`src/rtl/manifest_chunk_locator_top_assert.svh`:
```
// Assertion macros for the manifest chunk locator.
// Both macros sample on clk_i and are disabled while rst_ni is low.
`ifndef MANIFEST_CHUNK_LOCATOR_TOP_ASSERT_SVH
`define MANIFEST_CHUNK_LOCATOR_TOP_ASSERT_SVH

`define MCL_ASSERT(lbl, prop, msg) \
  lbl: assert property (@(posedge clk_i) disable iff (!rst_ni) (prop)) else $error(msg);

`define MCL_ASSERT_NEXT(lbl, ante, cons, msg) \
  lbl: assert property (@(posedge clk_i) disable iff (!rst_ni) (ante) |=> (cons)) \
    else $error(msg);

`endif

```
`src/rtl/mcl_pkg.sv`:
```
package mcl_pkg;

  typedef enum logic [2:0] {
    StatFound      = 3'd0,
    StatEnvEnd     = 3'd1,
    StatChunkLimit = 3'd2,
    StatOverrun    = 3'd3,
    StatTruncated  = 3'd4
  } status_e;

  typedef struct packed {
    status_e     status;
    logic [7:0]  version;
    logic [16:0] data_offset;
    logic [15:0] data_len;
    logic [7:0]  chunk_number;
  } result_t;

  localparam int unsigned QueueDepth = 2;
  localparam logic [7:0] ChunkLimit = 8'd10;
  localparam logic [17:0] ChunkHeaderBytes = 18'd3;
  localparam logic [16:0] DataOffsetAdj = 17'd6;

endpackage

```
`src/rtl/mcl_parser.sv`:
```
module mcl_parser (
  input  logic            clk_i,
  input  logic            rst_ni,
  input  logic            accept_i,
  input  logic [7:0]      data_byte_i,
  input  logic            last_byte_i,
  input  logic [7:0]      target_type_i,
  output logic            res_push_o,
  output mcl_pkg::result_t res_o
);

  typedef enum logic [2:0] {
    PhVersion = 3'd0,
    PhEnvLo   = 3'd1,
    PhEnvHi   = 3'd2,
    PhType    = 3'd3,
    PhLenLo   = 3'd4,
    PhLenHi   = 3'd5,
    PhSkip    = 3'd6
  } phase_e;

  phase_e      phase_q, phase_d;
  logic [15:0] env_q, env_d;
  logic [15:0] pos_q, pos_d;
  logic [7:0]  count_q, count_d;
  logic [7:0]  kind_q, kind_d;
  logic [7:0]  len_lo_q, len_lo_d;
  logic [15:0] skip_q, skip_d;
  logic [7:0]  version_q, version_d;
  logic        decided_q, decided_d;

  logic             emit;
  mcl_pkg::status_e emit_status;
  logic [16:0]      emit_offset;
  logic [15:0]      emit_len;
  logic [7:0]       emit_version;
  logic [7:0]       emit_count;

  always_comb begin
    logic [15:0] env_full;
    logic [15:0] len_full;
    logic [17:0] chunk_end;
    logic [15:0] skip_next;
    logic [7:0]  count_inc;
    env_full  = {data_byte_i, env_q[7:0]};
    len_full  = {data_byte_i, len_lo_q};
    chunk_end = {2'b00, pos_q} + {2'b00, len_full} + mcl_pkg::ChunkHeaderBytes;
    skip_next = skip_q - 16'd1;
    count_inc = count_q + 8'd1;

    phase_d     = phase_q;
    env_d       = env_q;
    pos_d       = pos_q;
    count_d     = count_q;
    kind_d      = kind_q;
    len_lo_d    = len_lo_q;
    skip_d      = skip_q;
    version_d   = version_q;
    emit        = 1'b0;
    emit_status = mcl_pkg::StatFound;
    emit_offset = '0;
    emit_len    = '0;

    if (!decided_q) begin
      unique case (phase_q)
        PhVersion: begin
          version_d = data_byte_i;
          phase_d   = PhEnvLo;
        end
        PhEnvLo: begin
          env_d   = {8'h00, data_byte_i};
          phase_d = PhEnvHi;
        end
        PhEnvHi: begin
          env_d = env_full;
          if (pos_q >= env_full) begin
            emit        = 1'b1;
            emit_status = mcl_pkg::StatEnvEnd;
          end else if (count_q >= mcl_pkg::ChunkLimit) begin
            emit        = 1'b1;
            emit_status = mcl_pkg::StatChunkLimit;
          end else begin
            phase_d = PhType;
          end
        end
        PhType: begin
          kind_d  = data_byte_i;
          phase_d = PhLenLo;
        end
        PhLenLo: begin
          len_lo_d = data_byte_i;
          phase_d  = PhLenHi;
        end
        PhLenHi: begin
          if (kind_q == target_type_i) begin
            emit = 1'b1;
            if (chunk_end <= ({2'b00, env_q} + 18'd1)) begin
              emit_status = mcl_pkg::StatFound;
              emit_offset = {1'b0, pos_q} + mcl_pkg::DataOffsetAdj;
              emit_len    = len_full;
            end else begin
              emit_status = mcl_pkg::StatOverrun;
            end
          end else if (chunk_end > 18'h0FFFF) begin
            emit        = 1'b1;
            emit_status = mcl_pkg::StatOverrun;
          end else begin
            pos_d   = chunk_end[15:0];
            count_d = count_inc;
            if (chunk_end[15:0] >= env_q) begin
              emit        = 1'b1;
              emit_status = mcl_pkg::StatEnvEnd;
            end else if (count_inc >= mcl_pkg::ChunkLimit) begin
              emit        = 1'b1;
              emit_status = mcl_pkg::StatChunkLimit;
            end else if (len_full != 16'd0) begin
              skip_d  = len_full;
              phase_d = PhSkip;
            end else begin
              phase_d = PhType;
            end
          end
        end
        PhSkip: begin
          skip_d = skip_next;
          if (skip_next == 16'd0) begin
            phase_d = PhType;
          end
        end
        default: begin
          phase_d = PhVersion;
        end
      endcase
    end

    if (last_byte_i && !decided_q && !emit) begin
      emit        = 1'b1;
      emit_status = mcl_pkg::StatTruncated;
      emit_offset = '0;
      emit_len    = '0;
    end

    decided_d = decided_q | emit;

    // Version and chunk count are reported as they stand after this byte.
    emit_version = version_d;
    emit_count   = count_d;

    if (last_byte_i) begin
      phase_d   = PhVersion;
      env_d     = '0;
      pos_d     = '0;
      count_d   = '0;
      kind_d    = '0;
      len_lo_d  = '0;
      skip_d    = '0;
      version_d = '0;
      decided_d = 1'b0;
    end
  end

  always_ff @(posedge clk_i or negedge rst_ni) begin
    if (!rst_ni) begin
      phase_q    <= PhVersion;
      env_q      <= '0;
      pos_q      <= '0;
      count_q    <= '0;
      kind_q     <= '0;
      len_lo_q   <= '0;
      skip_q     <= '0;
      version_q  <= '0;
      decided_q  <= 1'b0;
    end else if (accept_i) begin
      phase_q    <= phase_d;
      env_q      <= env_d;
      pos_q      <= pos_d;
      count_q    <= count_d;
      kind_q     <= kind_d;
      len_lo_q   <= len_lo_d;
      skip_q     <= skip_d;
      version_q  <= version_d;
      decided_q  <= decided_d;
    end
  end

  assign res_push_o         = accept_i & emit;
  assign res_o.status       = emit_status;
  assign res_o.version      = emit_version;
  assign res_o.data_offset  = emit_offset;
  assign res_o.data_len     = emit_len;
  assign res_o.chunk_number = emit_count;

endmodule

```
`src/rtl/mcl_queue.sv`:
```
module mcl_queue #(
  parameter int unsigned Depth = mcl_pkg::QueueDepth
) (
  input  logic             clk_i,
  input  logic             rst_ni,
  input  logic             push_i,
  input  mcl_pkg::result_t data_i,
  input  logic             pop_i,
  output mcl_pkg::result_t data_o,
  output logic             empty_o,
  output logic             full_o
);

  localparam int unsigned PtrW = (Depth > 1) ? $clog2(Depth) : 1;
  localparam int unsigned CntW = $clog2(Depth + 1);
  localparam logic [PtrW-1:0] LastPtr = PtrW'(Depth - 1);
  localparam logic [CntW-1:0] FullCnt = CntW'(Depth);

  mcl_pkg::result_t slots_q [Depth];
  logic [PtrW-1:0]  wptr_q, rptr_q;
  logic [CntW-1:0]  cnt_q;
  logic             do_push, do_pop;

  assign empty_o = (cnt_q == '0);
  assign full_o  = (cnt_q == FullCnt);
  assign do_push = push_i & ~full_o;
  assign do_pop  = pop_i & ~empty_o;
  assign data_o  = slots_q[rptr_q];

  always_ff @(posedge clk_i) begin
    if (do_push) begin
      slots_q[wptr_q] <= data_i;
    end
  end

  always_ff @(posedge clk_i or negedge rst_ni) begin
    if (!rst_ni) begin
      wptr_q <= '0;
      rptr_q <= '0;
      cnt_q  <= '0;
    end else begin
      if (do_push) begin
        wptr_q <= (wptr_q == LastPtr) ? '0 : wptr_q + PtrW'(1);
      end
      if (do_pop) begin
        rptr_q <= (rptr_q == LastPtr) ? '0 : rptr_q + PtrW'(1);
      end
      if (do_push && !do_pop) begin
        cnt_q <= cnt_q + CntW'(1);
      end else if (do_pop && !do_push) begin
        cnt_q <= cnt_q - CntW'(1);
      end
    end
  end

endmodule

```
`src/rtl/manifest_chunk_locator_top.sv`:
```
// Accepts one manifest byte per cycle while full_o is low; each byte is parsed in the cycle it is taken.
// A result is written into a queue slot at the edge that accepts its deciding byte and
// reaches the result ports from that slot once the results ahead of it are popped.
// full_o rises only when QueueDepth results wait unpopped; the queue depth sets that bound.
// Reset clears the parser, the queue and target_type, which returns to zero.
module manifest_chunk_locator_top #(
  parameter int unsigned QueueDepth = mcl_pkg::QueueDepth
) (
  input  logic        clk_i,
  input  logic        rst_ni,
  input  logic        cfg_we_i,
  input  logic [7:0]  cfg_data_i,
  input  logic        push_i,
  output logic        full_o,
  input  logic [7:0]  data_byte_i,
  input  logic        last_byte_i,
  output logic        empty_o,
  input  logic        pop_i,
  output logic [2:0]  status_o,
  output logic [7:0]  version_o,
  output logic [16:0] data_offset_o,
  output logic [15:0] data_len_o,
  output logic [7:0]  chunk_number_o
);

  `include "manifest_chunk_locator_top_assert.svh"

  logic [7:0]       target_type_q;
  logic             accept;
  logic             res_push;
  mcl_pkg::result_t res_in, res_out;

  always_ff @(posedge clk_i or negedge rst_ni) begin
    if (!rst_ni) begin
      target_type_q <= '0;
    end else if (cfg_we_i) begin
      target_type_q <= cfg_data_i;
    end
  end

  assign accept = push_i & ~full_o;

  mcl_parser u_parser (
    .clk_i         (clk_i),
    .rst_ni        (rst_ni),
    .accept_i      (accept),
    .data_byte_i   (data_byte_i),
    .last_byte_i   (last_byte_i),
    .target_type_i (target_type_q),
    .res_push_o    (res_push),
    .res_o         (res_in)
  );

  mcl_queue #(
    .Depth (QueueDepth)
  ) u_queue (
    .clk_i   (clk_i),
    .rst_ni  (rst_ni),
    .push_i  (res_push),
    .data_i  (res_in),
    .pop_i   (pop_i),
    .data_o  (res_out),
    .empty_o (empty_o),
    .full_o  (full_o)
  );

  assign status_o       = res_out.status;
  assign version_o      = res_out.version;
  assign data_offset_o  = res_out.data_offset;
  assign data_len_o     = res_out.data_len;
  assign chunk_number_o = res_out.chunk_number;

  `MCL_ASSERT(a_push_only_on_accept, !res_push || (push_i && !full_o), "result without request")
  `MCL_ASSERT_NEXT(a_push_shows, res_push && !(pop_i && !empty_o), !empty_o, "result lost")
  `MCL_ASSERT(a_found_offset,
              empty_o || status_o != mcl_pkg::StatFound || data_offset_o >= 17'd6,
              "found offset below header")
  `MCL_ASSERT(a_miss_zero,
              empty_o || status_o == mcl_pkg::StatFound ||
              (data_len_o == 16'd0 && data_offset_o == 17'd0),
              "miss carries data fields")

endmodule
```
`config.mk`:
```
export PLATFORM = sky130hd
export DESIGN_NAME = manifest_chunk_locator_top
export DESIGN_NICKNAME = d
export VERILOG_FILES = /design/src/rtl/mcl_pkg.sv /design/src/rtl/mcl_parser.sv /design/src/rtl/mcl_queue.sv /design/src/rtl/manifest_chunk_locator_top.sv
export VERILOG_INCLUDE_DIRS = /design/src /design/src/rtl
export SDC_FILE = /design/constraint.sdc
export NUM_CORES = 1
export LEC_CHECK = 0
export BUFFER_PORTS_ARGS = -buffer_cell sky130_fd_sc_hd__clkbuf_2
export CORE_MARGIN = 3
export CORE_UTILIZATION = 55
export DETAILED_ROUTE_END_ITERATION = 10
export PLACE_DENSITY = 0.76
export SLEW_MARGIN = 10
export SYNTH_ARGS = -nofsm -noshare
export SYNTH_HDL_FRONTEND = slang
export SYNTH_SLANG_ARGS = --single-unit
```
`constraint.sdc`:
```
create_clock -name clk_i -period 7.3 [get_ports clk_i]
set_input_delay 0.365 -clock clk_i [delete_from_list [all_inputs] [get_ports clk_i]]
set_output_delay 0.365 -clock clk_i [all_outputs]
set_load 0.1 [all_outputs]
```
==> results by group <==
CTS
  • H-tree levels: 4
  • Clock transition at path regs: 0.09 ns
  • Clk sink count: 200
  • Post-CTS resize count: 0
  • CTS max path bufs: 2
  • CTS root buf: clkbuf_16
  • TritonCTS clock tree: built
  • TritonCTS Buffers: 17
  • Clock Latency Late Sink: 0.45 ns
  • Setup Buffers After CTS: 0

Global routing
  • Vias in the first global route: 9041
  • GRT Total Usage: 25.3%
  • First-pass GRT wire length: 48500 microns
  • Remaining Overflow, GRT: 0
  • Largest net degree at the start of global routing: 54
  • Initial antenna violation count: 0

Yosys
  • Syn Inst Count: 1168
  • Post-synth net total: 1271
  • Library cells used by synthesis: 78
  • Syn Area/Cell: 10.4 sq um
  • Yosys warning count: 0
  • Cell Area, Synth: between 10000 and 15000 sq um
  • Post-synthesis sequential area ratio: between 40% and 50%
  • Post-synth EDFFs: 104
  • Post-synthesis register bit count: 200
  • Main synth FF type: edfxtp_1
  • Async S/R FF share, synth: a little under half

Critical path
  • Crit Path Max Fanout: 52
  • Crit start category: flop
  • RR Startpoint: u_parser.len_lo_q[0]
  • CP Class: flop to flop
  • Worst reg2reg path depth: 21
  • Arrival time worst endpoint: 6.45 ns
  • Crit end category: flop
  • Req. time, crit path: 7.37 ns
  • Worst R2R End: u_queue.slots_q[0][30]
  • Flop-to-flop setup slack: 0.92 ns

Detailed routing
  • Vias: about 9400
  • Post-route DRC: 0
  • 1st-pass router iterations: 5
  • Drt total wl: 30000 microns
  • Antenna viol nets, final: 0
  • DR iter-0 viols: 864
  • WL/cell: 20.0 microns
  • Avg Vias per Cell: 6.22

Hold path
  • Hold path cells: 2
  • Min-Delay Endpoint: target_type_q[0]
  • Beginning of the worst hold path: cfg_data_i[0]
  • Worst min path class: input pin to flop

Floorplanning
  • IO Count: 76
  • Die W: 155 microns
  • Core area: 21400 sq um
  • Starting Density: 56.9%
  • Die span in y: 155 microns
  • Die Area: between 20000 and 25000 sq um
  • Row cnt: 53

Timing
  • Endpoints failing setup: 0
  • Final Hold Fails: 0
  • Highest achievable clock rate: 157 MHz
  • Pin slew with the least headroom to its limit: 1.18 ns
  • RSZ-0062 raised after global routing: no
  • Relative slew slack: 21.4%
  • Final worst path period share: 87.3%
  • Clock Skews: 0.0146 ns
  • Final Slew Violations: 0
  • Period minus WS final: 6.38 ns
  • Worst hold margin: ~0.14 ns
  • Setup TNS Final: 0 ns

Pwr
  • Power per cell area: 420 nW/um^2
  • Sw Share: roughly half
  • Worst VDD drop: 0.000235 V
  • Switching power: 2780 uW
  • Pint: 2850 uW
  • Reg power frac: between 30% and 40%
  • Clk network pwr share: 18.4%
  • Leakage: 0.00549 uW
  • Gate power share: 51.2%

Place
  • Detail Placement HPWL: around 21000 microns
  • Port bufs: 75
  • Final Wtd Congestion: roughly 0.98
  • Dpl cells: 1470

Flow run
  • Max-Cap Viols: 0

Layout
  • Diode count: 0
  • Storage element area: 5530 sq um
  • Final net count: 1318
  • Util after Layout: between 60% and 70%
  • Multi-input logic area: between 6000 and 7000 sq um
  • Layout area overhead: 10.0%
  • Non-Filler Instances: roughly 1500
  • Filler instances: 1688
  • Layout cells sized above 1: 16.7%

Status
  • Outcome: finished, final reports clean
-- critical path, cell delays in order, from the launching register on --
cell and delay [ns]:
dfrtp_1 0.49, ha_1 0.21, inv_1 0.06, fa_1 0.39
nand2b_1 0.19, a211oi_2 0.51, o31ai_1 0.21, nor4_1 0.41
nand3_1 0.24, nor4_1 0.47, nand2_1 0.16, xor2_1 0.20
ha_1 0.33, o2111ai_1 0.11, o31ai_1 0.49, nor2b_1 0.15
inv_1 0.08, nor2_1 0.04, a211oi_1 0.28, o31a_2 0.23
nor2b_4 0.14, buf_4 0.56
-- routing by layer --
metal	track usage, %	vias up	wire length [microns]
met4	8.83	0	875
met5	0	-	0
li1	-	4380	-
met1	35.9	4548	13300
met3	4.17	63	2070
met2	39.8	365	13800
-- layout make-up --
class	instances	area share [%]
multi-input cells	852	46.2
flip-flops and latches	200	41.2
repair buffers	84	3.43
clock buffers	18	3.36
well taps	275	2.57
inverters	60	1.68
clock inverters	14	1.58
-- repair_timing --
action / in CTS / in global routing
hold buffers: 1 / 0
endpoints found under the setup margin: 0 / 0
hold endpoints to repair: 43 / 0
-- how the worst max path moves through the flow --
stage | from | endpoint | slack, ns | cells after the start
floorplan | u_parser.len_lo_q[0] | u_queue.slots_q[0][0] | 0.22 | 20
global placement | u_parser.len_lo_q[0] | u_queue.slots_q[0][28] | 1.32 | 21
detailed placement | u_parser.len_lo_q[0] | u_queue.slots_q[0][28] | 1.05 | 21
CTS | u_parser.len_lo_q[0] | u_queue.slots_q[0][28] | 1.02 | 21
global route | u_parser.len_lo_q[0] | u_queue.slots_q[0][30] | 0.39 | 21
finish | u_parser.len_lo_q[0] | u_queue.slots_q[0][30] | 0.92 | 21
-- sequential cells by signal, indices dropped and copies added, names as in the netlist --
register / cells
u_parser.count_q: 8
u_parser.phase_q: 3
u_parser.decided_q: 1
u_parser.version_q: 8
u_queue.rptr_q: 1
target_type_q: 8
u_parser.env_q: 16
u_parser.kind_q: 8
u_parser.len_lo_q: 8
u_queue.wptr_q: 1
u_parser.pos_q: 16
u_parser.skip_q: 16
u_queue.slots_q: 104
u_queue.cnt_q: 2
-- cell families after synthesis --
logic type,count (synthesis),synth area share (%)
AOI/OAI and AO/OA,248,14.3
muxes,84,7.61
xor gates and xnor gates,75,5.39
buffers and inverters,116,3.96
DFF,200,45.3
adders and majority gates,81,8.38
and+or+nand+nor,364,15.0
-- through the flow --
stage	power, uW	worst slack, ns	area, sq um
after floorplan	4000	0.219	12200
after global placement	4510	1.32	12700
after detailed placement	4570	1.05	12700
after CTS	5620	1.02	13400
after global routing	5930	0.390	13400
final	5630	0.925	13400
-- power by group through the flow --
stage	Sequential [uW]	Combinational (uW)	Clock, uW
after floorplan	1650	2350	0
after global placement	1710	2800	0
after detailed placement	1730	2850	0
after CTS	1710	2870	1040
after global routing	1740	3100	1090
final	1710	2880	1030
-- placed cells by master (no fill, tap or decap), types with 47 or more instances in the layout --
| cell type | n |
|---|---|
| edfxtp_1 | 104 |
| dfrtp_1 | 95 |
| inv_1 | 60 |
| nor2_1 | 110 |
| ha_1 | 80 |
| nand2_1 | 71 |
| a21oi_1 | 47 |
| o21ai_0 | 52 |
| mux2_2 | 69 |
| clkbuf_2 | 74 |
-- Yosys cell counts, drive strengths merged, types with 5 or more instances --
| cell type | n | area share [%] |
|---|---|---|
| nor2 | 110 | 3.4 |
| edfxtp | 104 | 26 |
| dfrtp | 96 | 20 |
| ha | 80 | 8.2 |
| nand2 | 72 | 2.2 |
| mux2 | 69 | 6.4 |
| inv | 60 | 1.8 |
| o21ai | 57 | 2.4 |
| a21oi | 48 | 2.0 |
| clkbuf | 39 | 1.2 |
| xnor2 | 39 | 2.8 |
| a22o | 38 | 2.7 |
| xor2 | 36 | 2.6 |
| nand3 | 32 | 1.3 |
| nor3 | 25 | 1.0 |
| and2 | 20 | 1.0 |
| a21o | 19 | 1.2 |
| buf | 17 | 0.91 |
| o31ai | 17 | 1.1 |
| nand2b | 16 | 0.82 |
| mux2i | 15 | 1.2 |
| nor4 | 14 | 0.72 |
| nand4 | 13 | 0.67 |
| and3 | 10 | 0.55 |
| nor2b | 10 | 0.51 |
| a211oi | 9 | 0.60 |
| o211ai | 7 | 0.43 |
| or3 | 7 | 0.36 |
| or4 | 7 | 0.46 |
| o21bai | 6 | 0.37 |
| or2 | 6 | 0.31 |
| and4 | 5 | 0.36 |
| o311ai | 5 | 0.36 |
Note: power is estimated with default switching activity, not from simulation.
